$ cat config.mk
export PLATFORM = sky130hd
export DESIGN_NAME = two_button_press_classifier_top_flat
export DESIGN_NICKNAME = d
export VERILOG_FILES = /design/src/sv/tbpc_pkg.sv /design/src/sv/tbpc_chan_if.sv /design/src/sv/two_button_press_classifier_top.sv /design/src/sv/tbpc_front.sv /design/src/sv/tbpc_cmd_queue.sv /design/src/sv/tbpc_back.sv /design/src/flat_wrapper.sv
export SDC_FILE = /design/constraint.sdc
export NUM_CORES = 1
export LEC_CHECK = 0
export BUFFER_PORTS_ARGS = -buffer_cell sky130_fd_sc_hd__clkbuf_2
export CAP_MARGIN = 10
export CELL_PAD_IN_SITES_DETAIL_PLACEMENT = 2
export CELL_PAD_IN_SITES_GLOBAL_PLACEMENT = 2
export CORE_MARGIN = 4
export CORE_UTILIZATION = 35
export DETAILED_ROUTE_END_ITERATION = 8
export PLACE_DENSITY = 0.78
export SYNTH_ARGS = -nofsm -noshare
export SYNTH_HDL_FRONTEND = slang
export SYNTH_SLANG_ARGS = --single-unit
$ cat constraint.sdc
create_clock -name clk -period 16.2 [get_ports clk]
set_input_delay 4.86 -clock clk [delete_from_list [all_inputs] [get_ports clk]]
set_output_delay 4.86 -clock clk [all_outputs]
set_load 0.02 [all_outputs]
$ cat src/sv/tbpc_pkg.sv
// Shared types and constants of the two-button press classifier.
`default_nettype none
package tbpc_pkg;

	// Depth of the event ring; one slot always stays empty.
	localparam int FIFO_SLOTS = 4;
	localparam int PTR_W      = (FIFO_SLOTS > 1) ? $clog2(FIFO_SLOTS) : 1;

	// Depth of the command queue between the front and the back.
	localparam int CMDQ_DEPTH = 2;
	localparam int CQ_PTR_W   = (CMDQ_DEPTH > 1) ? $clog2(CMDQ_DEPTH) : 1;
	localparam int CQ_CNT_W   = $clog2(CMDQ_DEPTH + 1);

	localparam logic [31:0] LONG_PRESS_RESET = 32'd5000;

	localparam logic KIND_SAMPLE  = 1'b0;
	localparam logic KIND_POP     = 1'b1;
	localparam logic BUTTON_RED   = 1'b0;
	localparam logic BUTTON_GREEN = 1'b1;
	localparam logic TYPE_SHORT   = 1'b0;
	localparam logic TYPE_LONG    = 1'b1;

	typedef struct packed {
		logic ev_type;
		logic button;
	} event_t;

	// One classified item as it travels from the front to the back.
	typedef struct packed {
		logic   is_pop;
		logic   push0_valid;
		event_t push0;
		logic   push1_valid;
		event_t push1;
		logic   red_held;
		logic   green_held;
	} cmd_t;

endpackage
`default_nettype wire

$ cat src/sv/tbpc_chan_if.sv
// Valid/ready channel interfaces for the sample and result sides.
`default_nettype none
interface tbpc_in_if;
	logic        valid;
	logic        ready;
	logic        kind;
	logic [31:0] now_ms;
	logic        red_pin_level;
	logic        green_pin_level;

	modport source (output valid, kind, now_ms, red_pin_level, green_pin_level,
		input ready);
	modport sink (input valid, kind, now_ms, red_pin_level, green_pin_level,
		output ready);
endinterface

interface tbpc_out_if;
	logic valid;
	logic ready;
	logic event_valid;
	logic event_button;
	logic event_type;
	logic red_held;
	logic green_held;

	modport source (output valid, event_valid, event_button, event_type, red_held,
		green_held, input ready);
	modport sink (input valid, event_valid, event_button, event_type, red_held,
		green_held, output ready);
endinterface
`default_nettype wire

$ cat src/sv/two_button_press_classifier_top.sv
// Top level of the two-button press classifier with its event ring.
// On its way to the result, each item is first registered by the command queue, and then
// the back's output register takes it.
// One item per cycle while the command queue has room; when it is full, ready drops.
// Reset (arst_n, asynchronous, active low): both buttons released, ring empty,
// long-press time 5000 ms; the ring contents themselves are not cleared.
`default_nettype none
module two_button_press_classifier_top
	import tbpc_pkg::*;
(
	input  logic        clk,
	input  logic        arst_n,
	tbpc_in_if.sink     in_ch,
	tbpc_out_if.source  out_ch,
	input  logic        cfg_we,
	input  logic [31:0] cfg_wdata
);

	// The front updates the red and then the green button on every sample transfer
	// and turns each transfer into a command: either a pop, or up to two events to
	// be queued in order, and each command carries the held state of both buttons.
	logic cmd_push, cmd_full, cmd_not_empty, cmd_pop;
	cmd_t cmd_in, cmd_out;

	tbpc_front u_front (
		.clk       (clk),
		.arst_n    (arst_n),
		.in_ch     (in_ch),
		.cfg_we    (cfg_we),
		.cfg_wdata (cfg_wdata),
		.cmd_push  (cmd_push),
		.cmd_data  (cmd_in),
		.cmd_full  (cmd_full)
	);

	// The command queue lets the front keep taking transfers while a result is
	// waiting for the sink, and lets the back stall without holding up the front
	// until the queue is full.
	tbpc_cmd_queue u_cmd_queue (
		.clk       (clk),
		.arst_n    (arst_n),
		.push      (cmd_push),
		.push_data (cmd_in),
		.full      (cmd_full),
		.pop       (cmd_pop),
		.not_empty (cmd_not_empty),
		.pop_data  (cmd_out)
	);

	// The back applies commands strictly in order to the event ring, so every pop
	// sees exactly the events that the samples before it queued, and it presents
	// each result from its output register.
	tbpc_back u_back (
		.clk       (clk),
		.arst_n    (arst_n),
		.cmd_valid (cmd_not_empty),
		.cmd_data  (cmd_out),
		.cmd_pop   (cmd_pop),
		.out_ch    (out_ch)
	);

endmodule
`default_nettype wire

$ cat src/sv/tbpc_front.sv
// Front part: button tracking, long-press register and item classification.
`default_nettype none
module tbpc_front
	import tbpc_pkg::*;
(
	input  logic        clk,
	input  logic        arst_n,
	tbpc_in_if.sink     in_ch,
	input  logic        cfg_we,
	input  logic [31:0] cfg_wdata,
	output logic        cmd_push,
	output cmd_t        cmd_data,
	input  logic        cmd_full
);

	typedef struct packed {
		logic        down;
		logic        long_done;
		logic [31:0] start;
		logic        push_valid;
		logic        push_type;
	} btn_upd_t;

	// Next state of one button for a sample, and the event it raises if any.
	function automatic btn_upd_t track_btn(input logic level, input logic [31:0] now,
		input logic down, input logic long_done, input logic [31:0] start,
		input logic [31:0] hold_lim);
		btn_upd_t    u;
		logic        press;
		logic        release_n;
		logic [31:0] held_for;
		press     = !level && !down;
		release_n = level && down;
		u.down    = !level;
		u.start   = press ? now : start;
		u.long_done = (press || release_n) ? 1'b0 : long_done;
		u.push_valid = release_n && !long_done;
		u.push_type  = TYPE_SHORT;
		held_for = now - u.start;
		if (u.down && !u.long_done && (held_for >= hold_lim)) begin
			u.long_done  = 1'b1;
			u.push_valid = 1'b1;
			u.push_type  = TYPE_LONG;
		end
		return u;
	endfunction

	logic        red_down_q, red_long_done_q, green_down_q, green_long_done_q;
	logic [31:0] red_start_q, green_start_q, long_press_q;
	logic        accept, sample;
	btn_upd_t    red_upd, green_upd;

	assign in_ch.ready = !cmd_full;
	assign accept      = in_ch.valid && in_ch.ready;
	assign sample      = accept && (in_ch.kind == KIND_SAMPLE);
	assign cmd_push    = accept;

	assign red_upd = track_btn(in_ch.red_pin_level, in_ch.now_ms, red_down_q,
		red_long_done_q, red_start_q, long_press_q);
	assign green_upd = track_btn(in_ch.green_pin_level, in_ch.now_ms, green_down_q,
		green_long_done_q, green_start_q, long_press_q);

	always_comb begin
		cmd_data.is_pop        = (in_ch.kind == KIND_POP);
		cmd_data.push0_valid   = !cmd_data.is_pop && red_upd.push_valid;
		cmd_data.push0.button  = BUTTON_RED;
		cmd_data.push0.ev_type = red_upd.push_type;
		cmd_data.push1_valid   = !cmd_data.is_pop && green_upd.push_valid;
		cmd_data.push1.button  = BUTTON_GREEN;
		cmd_data.push1.ev_type = green_upd.push_type;
		cmd_data.red_held      = cmd_data.is_pop ? red_down_q : red_upd.down;
		cmd_data.green_held    = cmd_data.is_pop ? green_down_q : green_upd.down;
	end

	always_ff @(posedge clk or negedge arst_n) begin
		if (!arst_n) begin
			red_down_q        <= 1'b0;
			red_long_done_q   <= 1'b0;
			red_start_q       <= '0;
			green_down_q      <= 1'b0;
			green_long_done_q <= 1'b0;
			green_start_q     <= '0;
			long_press_q      <= LONG_PRESS_RESET;
		end else begin
			if (cfg_we) begin
				long_press_q <= cfg_wdata;
			end
			if (sample) begin
				red_down_q        <= red_upd.down;
				red_long_done_q   <= red_upd.long_done;
				red_start_q       <= red_upd.start;
				green_down_q      <= green_upd.down;
				green_long_done_q <= green_upd.long_done;
				green_start_q     <= green_upd.start;
			end
		end
	end

endmodule
`default_nettype wire

$ cat src/sv/tbpc_cmd_queue.sv
// Short command queue that decouples the front from the back.
`default_nettype none
module tbpc_cmd_queue
	import tbpc_pkg::*;
(
	input  logic clk,
	input  logic arst_n,
	input  logic push,
	input  cmd_t push_data,
	output logic full,
	input  logic pop,
	output logic not_empty,
	output cmd_t pop_data
);

	cmd_t                entry_q [CMDQ_DEPTH];
	logic [CQ_PTR_W-1:0] wr_ptr_q, rd_ptr_q;
	logic [CQ_CNT_W-1:0] count_q;
	logic                do_push, do_pop;

	function automatic logic [CQ_PTR_W-1:0] next_ptr(input logic [CQ_PTR_W-1:0] p);
		return (p == CQ_PTR_W'(CMDQ_DEPTH - 1)) ? '0 : p + CQ_PTR_W'(1);
	endfunction

	assign full      = (count_q == CQ_CNT_W'(CMDQ_DEPTH));
	assign not_empty = (count_q != '0);
	assign pop_data  = entry_q[rd_ptr_q];
	assign do_push   = push && !full;
	assign do_pop    = pop && not_empty;

	always_ff @(posedge clk) begin
		if (do_push) begin
			entry_q[wr_ptr_q] <= push_data;
		end
	end

	always_ff @(posedge clk or negedge arst_n) begin
		if (!arst_n) begin
			wr_ptr_q <= '0;
			rd_ptr_q <= '0;
			count_q  <= '0;
		end else begin
			if (do_push) begin
				wr_ptr_q <= next_ptr(wr_ptr_q);
			end
			if (do_pop) begin
				rd_ptr_q <= next_ptr(rd_ptr_q);
			end
			if (do_push && !do_pop) begin
				count_q <= count_q + CQ_CNT_W'(1);
			end else if (do_pop && !do_push) begin
				count_q <= count_q - CQ_CNT_W'(1);
			end
		end
	end

endmodule
`default_nettype wire

$ cat src/sv/tbpc_back.sv
// Back part: event ring, pops and the result output register.
`default_nettype none
module tbpc_back
	import tbpc_pkg::*;
(
	input  logic       clk,
	input  logic       arst_n,
	input  logic       cmd_valid,
	input  cmd_t       cmd_data,
	output logic       cmd_pop,
	tbpc_out_if.source out_ch
);

	event_t             store_q [FIFO_SLOTS];
	logic [PTR_W-1:0]   wp_q, rp_q, wp_a, wp_b;
	logic               out_valid_q, event_valid_q, event_button_q, event_type_q;
	logic               red_held_q, green_held_q;
	logic               take, we0, we1, pop_hit;
	event_t             rd_ev;

	function automatic logic [PTR_W-1:0] next_ptr(input logic [PTR_W-1:0] p);
		return (p == PTR_W'(FIFO_SLOTS - 1)) ? '0 : p + PTR_W'(1);
	endfunction

	assign take    = cmd_valid && (!out_valid_q || out_ch.ready);
	assign cmd_pop = take;
	assign rd_ev   = store_q[rp_q];
	assign pop_hit = take && cmd_data.is_pop && (wp_q != rp_q);

	// Red's event goes in first; green's sees the ring as red left it.
	always_comb begin
		we0  = 1'b0;
		we1  = 1'b0;
		wp_a = wp_q;
		if (take && !cmd_data.is_pop && cmd_data.push0_valid &&
				(next_ptr(wp_q) != rp_q)) begin
			we0  = 1'b1;
			wp_a = next_ptr(wp_q);
		end
		wp_b = wp_a;
		if (take && !cmd_data.is_pop && cmd_data.push1_valid &&
				(next_ptr(wp_a) != rp_q)) begin
			we1  = 1'b1;
			wp_b = next_ptr(wp_a);
		end
	end

	always_ff @(posedge clk) begin
		if (we0) begin
			store_q[wp_q] <= cmd_data.push0;
		end
		if (we1) begin
			store_q[wp_a] <= cmd_data.push1;
		end
		if (take) begin
			event_valid_q  <= pop_hit;
			event_button_q <= pop_hit ? rd_ev.button : 1'b0;
			event_type_q   <= pop_hit ? rd_ev.ev_type : 1'b0;
			red_held_q     <= cmd_data.red_held;
			green_held_q   <= cmd_data.green_held;
		end
	end

	always_ff @(posedge clk or negedge arst_n) begin
		if (!arst_n) begin
			wp_q        <= '0;
			rp_q        <= '0;
			out_valid_q <= 1'b0;
		end else begin
			wp_q <= wp_b;
			if (pop_hit) begin
				rp_q <= next_ptr(rp_q);
			end
			if (take) begin
				out_valid_q <= 1'b1;
			end else if (out_ch.ready) begin
				out_valid_q <= 1'b0;
			end
		end
	end

	assign out_ch.valid        = out_valid_q;
	assign out_ch.event_valid  = event_valid_q;
	assign out_ch.event_button = event_button_q;
	assign out_ch.event_type   = event_type_q;
	assign out_ch.red_held     = red_held_q;
	assign out_ch.green_held   = green_held_q;

`ifndef ASSERT_OFF
	a_empty_pop_no_event: assert property (@(posedge clk) disable iff (!arst_n)
		take && cmd_data.is_pop && (wp_q == rp_q) |=> out_valid_q && !event_valid_q)
		else $error("pop on an empty ring returned an event");
	a_sample_keeps_rp: assert property (@(posedge clk) disable iff (!arst_n)
		take && !cmd_data.is_pop |=> $stable(rp_q))
		else $error("sample moved the read pointer");
	a_pop_keeps_wp: assert property (@(posedge clk) disable iff (!arst_n)
		take && cmd_data.is_pop |=> $stable(wp_q))
		else $error("pop moved the write pointer");
	a_ring_never_full: assert property (@(posedge clk) disable iff (!arst_n)
		we0 || we1 |=> (wp_q != rp_q))
		else $error("push left the ring looking empty");
`endif

endmodule
`default_nettype wire

$ cat src/flat_wrapper.sv
// flat-port wrapper written by rule: the top's interface ports become plain ports
module two_button_press_classifier_top_flat import tbpc_pkg::*;
  (clk, arst_n, cfg_we, cfg_wdata, in_ch_valid, in_ch_kind, in_ch_now_ms, in_ch_red_pin_level, in_ch_green_pin_level, in_ch_ready, out_ch_valid, out_ch_event_valid, out_ch_event_button, out_ch_event_type, out_ch_red_held, out_ch_green_held, out_ch_ready);
  tbpc_in_if in_ch_i ();
  tbpc_out_if out_ch_i ();
  input  logic clk;
  input  logic arst_n;
  input  logic cfg_we;
  input  logic [31:0] cfg_wdata;
  input wire logic [$bits(in_ch_i.valid)-1:0] in_ch_valid;
  input wire logic [$bits(in_ch_i.kind)-1:0] in_ch_kind;
  input wire logic [$bits(in_ch_i.now_ms)-1:0] in_ch_now_ms;
  input wire logic [$bits(in_ch_i.red_pin_level)-1:0] in_ch_red_pin_level;
  input wire logic [$bits(in_ch_i.green_pin_level)-1:0] in_ch_green_pin_level;
  output wire logic [$bits(in_ch_i.ready)-1:0] in_ch_ready;
  output wire logic [$bits(out_ch_i.valid)-1:0] out_ch_valid;
  output wire logic [$bits(out_ch_i.event_valid)-1:0] out_ch_event_valid;
  output wire logic [$bits(out_ch_i.event_button)-1:0] out_ch_event_button;
  output wire logic [$bits(out_ch_i.event_type)-1:0] out_ch_event_type;
  output wire logic [$bits(out_ch_i.red_held)-1:0] out_ch_red_held;
  output wire logic [$bits(out_ch_i.green_held)-1:0] out_ch_green_held;
  input wire logic [$bits(out_ch_i.ready)-1:0] out_ch_ready;
  assign in_ch_i.valid = in_ch_valid;
  assign in_ch_i.kind = in_ch_kind;
  assign in_ch_i.now_ms = in_ch_now_ms;
  assign in_ch_i.red_pin_level = in_ch_red_pin_level;
  assign in_ch_i.green_pin_level = in_ch_green_pin_level;
  assign in_ch_ready = in_ch_i.ready;
  assign out_ch_valid = out_ch_i.valid;
  assign out_ch_event_valid = out_ch_i.event_valid;
  assign out_ch_event_button = out_ch_i.event_button;
  assign out_ch_event_type = out_ch_i.event_type;
  assign out_ch_red_held = out_ch_i.red_held;
  assign out_ch_green_held = out_ch_i.green_held;
  assign out_ch_i.ready = out_ch_ready;
  two_button_press_classifier_top u_core (.clk(clk), .arst_n(arst_n), .in_ch(in_ch_i), .out_ch(out_ch_i), .cfg_we(cfg_we), .cfg_wdata(cfg_wdata));
endmodule
## Word-level counts from Yosys, hierarchy flattened

Memory sizes are Yosys's and may differ from the RTL's. A register that Yosys moved wholly into a read port is not among the register bits.
Index checks and enable logic that the tools add are counted.

| storage, ports and cells | value |
|---|---|
| register bits | 112 |
| memory bits (writable) | 22 |
| input port bits | 72 |
| word-level logic and storage cells | 113 |
| memories | 2 |

| cells by class | value |
|---|---|
| add/sub/neg operators | 9 |
| $lt $le $gt $ge | 2 |
| eq/ne operators | 7 |
| multiplexer cells | 29 |
| bitwise logic cells | 1 |
| reductions and logical operators | 47 |

Memories:

| name | words | width | read ports | clocked after memory_dff | wr ports | line | text |
|---|---|---|---|---|---|---|---|
| u_core.u_cmd_queue.entry_q | 2 | 7 | 1 | 0 | 1 | tbpc_cmd_queue.sv:16 | `cmd_t entry_q [CMDQ_DEPTH];` |
| u_core.u_back.store_q | 4 | 2 | 1 | 1 | 2 | tbpc_back.sv:14 | `event_t store_q [FIFO_SLOTS];` |

Operators by type and width:

| kind | count |
|---|---|
| greater-or-equal comparator 32 bit | 2 |
| two-way mux 32 bit | 2 |
| subtractor 32 bit | 2 |
| logical AND 1 bit | 26 |
| two-way mux 1 bit | 18 |
| two-way mux 2 bit | 9 |
| zero test 1 bit | 15 |
| adder 2 x 1 -> 2 bit (second input constant) | 4 |
| == test 2 bit (second input constant) | 4 |
| inequality test 2 bit | 3 |
| nonzero test 2 bit | 3 |
| logical OR 1 bit | 3 |
| adder 1 bit (second input constant) | 2 |
| subtractor 2 x 1 -> 2 bit (second input constant) | 1 |
| NOT 1 bit | 1 |

## Depth between registers and ports, before layout

| logic depth | value |
|---|---|
| depth after elaboration | 14 |
| gate-level depth with buffers | 24 |
| mapped depth without buffers | 22 |

## By module

Synthesis repeated with hierarchy kept, for this count alone.

| unflattened totals | value |
|---|---|
| cells, all modules | 1277 |
| area, all modules | 11536.1 um^2 |

Modules (own cells, without submodules):

| module | instances | cells an instance | area each (um^2) |
|---|---|---|---|
| tbpc_front | 1 | 1125 | 9455.3 |
| tbpc_back | 1 | 105 | 1228.7 |
| tbpc_cmd_queue | 1 | 47 | 852.1 |

## Least setup slack after synthesis

Ideal clock, no wire load.

| timing | value |
|---|---|
| path type | input to register |
| start point | input in_ch_red_pin_level |
| end point | memory u_core.u_cmd_queue.entry_q[0][5] in the netlist's numbering, data pin |
| data arrival time | 9608 ps |
| required time | 15925 ps |
| slack | 6316 ps |
| stages on the path | 22 |
| path buffers | 3 |
| path through | inv_1 -> ha_1 -> clkbuf_1 -> clkbuf_1 -> clkbuf_1 -> mux2i_1 -> ha_1 -> and4bb_2 -> a311o_1 -> or2_2 -> o21ai_1 -> o21ai_0 -> xnor2_1 -> ha_1 -> a21o_1 -> a21o_1 -> a21oi_1 -> o21ai_0 -> a221oi_1 -> a211oi_1 -> o41ai_1 -> o31ai_1 |

RTL lines:

| what | line | text |
|---|---|---|
| start: declaration | flat_wrapper.sv:13 | `input wire logic [$bits(in_ch_i.red_pin_level)-1:0] in_ch_red_pin_level;` |
| end: declaration | tbpc_cmd_queue.sv:16 |  |

==> key figures <==
Run status
  – Status: completed

Synth
  – Most frequent cell after synthesis: nand2_1
  – Synth unique cells: 74
  – Synth warn: 0
  – Post-Syn Area: 11100 um^2
  – Xor and xnor area share after synthesis: 0.0608
  – Synth Flop Type: dfrtp_1
  – Post-Syn Area per Cell: 8.70 um^2
  – Top post-synthesis cells by area: dfrtp_1, ha_1, edfxtp_1
  – Post-synth top cells: nand2_1, o21ai_0, ha_1, dfrtp_1, a21oi_1
  – Cell count after synthesis: 1276
  – Synthesized flop and latch total: 136
  – Register area share after synthesis: 0.316
  – Synth async-reset ratio: 0.801
  – Post-synthesis adder-cell area fraction: 0.149
  – Mapped Nets: 1478
  – Synth top area share: 0.235
  – Mux cell area share after synthesis: 0.0753
  – EDFF count, synth: 23
  – Synth area leader: dfrtp_1
  – Largest family of logic cells by synthesized area: compound AO/OA/AOI/OAI gates
  – Synth Area in Compound Gates: 0.210
  – Simple-gate share of the synthesized area: 0.146

Place
  – Post-DP HPWL: 28.2 mm
  – Routability cong.: 0.819
  – # port buffers: 78
  – Post-place instance area: 11800 um^2

STA
  – Max Transition Viols Final: 0
  – Unrepaired setup endpoints after global routing: false
  – Worst-Margin Slew: 1050 ps
  – Final min period: 10630 ps
  – Hold Vio Cnt, Final: 0
  – F_max: 94.1 MHz
  – Setup violators final: 0
  – TNS Setup: 0 ps
  – Slew margin rel.: 0.297
  – Final hold slack: 464 ps
  – Final period utilization: 0.656
  – Setup Skew: 8.34 ps

Floorplan
  – Starting Density: 0.359
  – Die area: 34600 um^2
  – Die height: 186 um
  – # rows: 64
  – Top Ports: 79
  – Chip width: 186 um
  – Total core area: 30900 um^2

Detailed routing
  – Avg Vias per Cell: 5.56
  – Residual DRC: 0
  – Final antenna-violating net count: 0
  – Via count: 9631
  – Total routed wirelength: 36.6 mm
  – Initial drt markers: 378
  – Drt first pass iters: 5
  – Post-DR wirelength/cell: 21.1 um

Critical path
  – CP peak stage delay: 560 ps
  – Worst path depth: 22
  – Worst path slowest cell: nor4_1
  – R2R Path Start: u_core.u_front.green_down_q
  – Critical Setup Path Class: in2reg
  – Crit path launch type: primary input
  – CP endpoint kind: flip-flop
  – CP Data Arrival Time: 10910 ps
  – Critical path required time: 16480 ps
  – CP most frequent cell: ha_1
  – CP Cell Sequence: clkbuf_2, inv_1, ha_2, buf_4, mux2_2, ha_1, inv_1, ha_1, o21ba_2, o22ai_1, a21oi_1, o2111a_1, o31a_1, o311ai_0, o311ai_1, ha_1, nand4_1, nor4_1, o21ai_0, nand4_1, nand2_1, a31oi_1
  – Worst setup startpoint: in_ch_green_pin_level
  – Worst Path Buf+Inv: 4
  – Reg2Reg Depth: 21
  – Critical path's top delay family: compound AO/OA/AOI/OAI gates
  – CP max FO: 34

Layout
  – Fin nets: 1525
  – Syn-to-layout area delta: 12.0%
  – Proportion of layout cells with a drive suffix above 1: 0.118
  – # fillers: 3477
  – Finished Cell Area: 12400 um^2
  – Area of the multi-input gates: 7110 um^2
  – Diodes inserted: 0
  – Register area: 3500 um^2

GRT
  – Initial antenna violation count: 0
  – GRT Residual Overflow: 0
  – Gr usage total: 0.217
  – Largest net degree at the start of global routing: 107
  – Vias in the first global route: 10600
  – First-pass GRT wire length: 58.9 mm

Clock tree
  – CTS Hold Bufs: 0
  – Later-pin clock latency in the skew report: 450 ps
  – Number of buffers created by CTS: 17
  – H-Tree Depth: 4
  – Root Driver: clkbuf_16
  – CTS tree: built
  – Clock sinks: 136
  – Reg clk slew, reported paths: 70 ps
  – Setup bufs post-CTS: 0
  – Max clock buf depth: 2
  – Post-CTS Resized: 0

Power
  – VDD IR-drop max: 93.1 uV
  – Pwr/cell area: 205 nW/um^2
  – Leakage: 5.75 nW

Run
  – Max-Cap Viols: 0

Worst hold path
  – Min-delay src: u_core.u_back.store_q[1][0]
  – Hold path cells: 2
  – Hold Crit Class: reg2reg
layout make-up:
type                       instances  area share
clock buffer                      20      0.0385
clock inverter                    12      0.0121
inverter                          67      0.0202
multi-input combinational       1018       0.573
sequential                       136       0.282
tap                              396      0.0399
timing repair buffer              83      0.0346
worst reg2reg max path: cells and delay by family (launching register included):
kind / cells / cell delay (ps)
DFF: 1 / 430
AOI/OAI and AO/OA: 9 / 2530
buffers and inverters: 3 / 690
adders and majority gates: 4 / 1300
and+or+nand+nor: 4 / 980
muxes: 1 / 420
where the power goes:
group | switching, mW | leakage [nW] | internal (mW)
clock network | 0.179 | 0.303 | 0.249
registers | 0.0869 | 1.60 | 0.473
logic | 0.934 | 3.85 | 0.631
logic make-up after synthesis:
family,Yosys count
AO/OA/AOI/OAI,375
AND/OR/NAND/NOR,354
flip-flops,136
adder cells (fa/ha/maj),133
buffers and inverters,122
multiplexers,79
XOR/XNOR,77
state kept, by name, indices dropped and copies added (netlist names), 2 cells and up:
signal / cells
u_core.u_cmd_queue.count_q: 2
u_core.u_front.long_press_q: 32
u_core.u_back.store_q: 8
u_core.u_back.wp_q: 2
u_core.u_front.red_start_q: 32
u_core.u_cmd_queue.entry_q: 14
u_core.u_front.green_start_q: 32
u_core.u_back.rp_q: 2
cells in the final DEF, fill, tap and decap left out, types with 11 or more instances in the layout:
master	Yosys	layout
nand2_1	174	174
o21ai_0	138	138
ha_1	130	128
dfrtp_1	104	104
a21oi_1	82	82
clkbuf_2	2	77
inv_1	67	67
nor2_1	64	64
mux2i_1	61	61
a21o_1	55	55
xnor2_1	49	49
xor2_1	28	28
nand4_1	27	27
edfxtp_1	23	23
nand2b_1	18	18
clkbuf_16	0	18
a31oi_1	17	17
mux2_2	16	16
nor2b_1	15	15
nor3_1	11	11
path summary, 6_finish.rpt:
path                                               endpoint  slack (ps)
hold / removal                  u_core.u_back.store_q[1][0]         460
min in group asynchronous     u_core.u_front.red_start_q[9]        4380
setup reg to reg           u_core.u_cmd_queue.entry_q[0][3]        9700
max in group asynchronous    u_core.u_front.red_start_q[30]       10400
hold reg to reg                 u_core.u_back.store_q[1][0]         460
setup / recovery           u_core.u_cmd_queue.entry_q[0][3]        5570
metal layers:
metal | track usage | up-vias | wire length, um
li1 | - | 4659 | -
met1 | 0.279 | 4828 | 16900
met2 | 0.386 | 115 | 18200
met3 | 0.0299 | 29 | 960
met4 | 0.0519 | 0 | 547
met5 | 0 | - | 0
through the flow:
stage	util	power, mW	instances	setup slack, ps
floorplan	-	1.66	1276	6320
global placement	0.382	2.02	1700	5280
detailed placement	0.382	2.11	1700	5200
CTS	0.402	2.57	1732	5620
global route	0.402	2.79	1732	5160
finish	0.402	2.55	1732	5570
(Power assumes the default switching activity.)
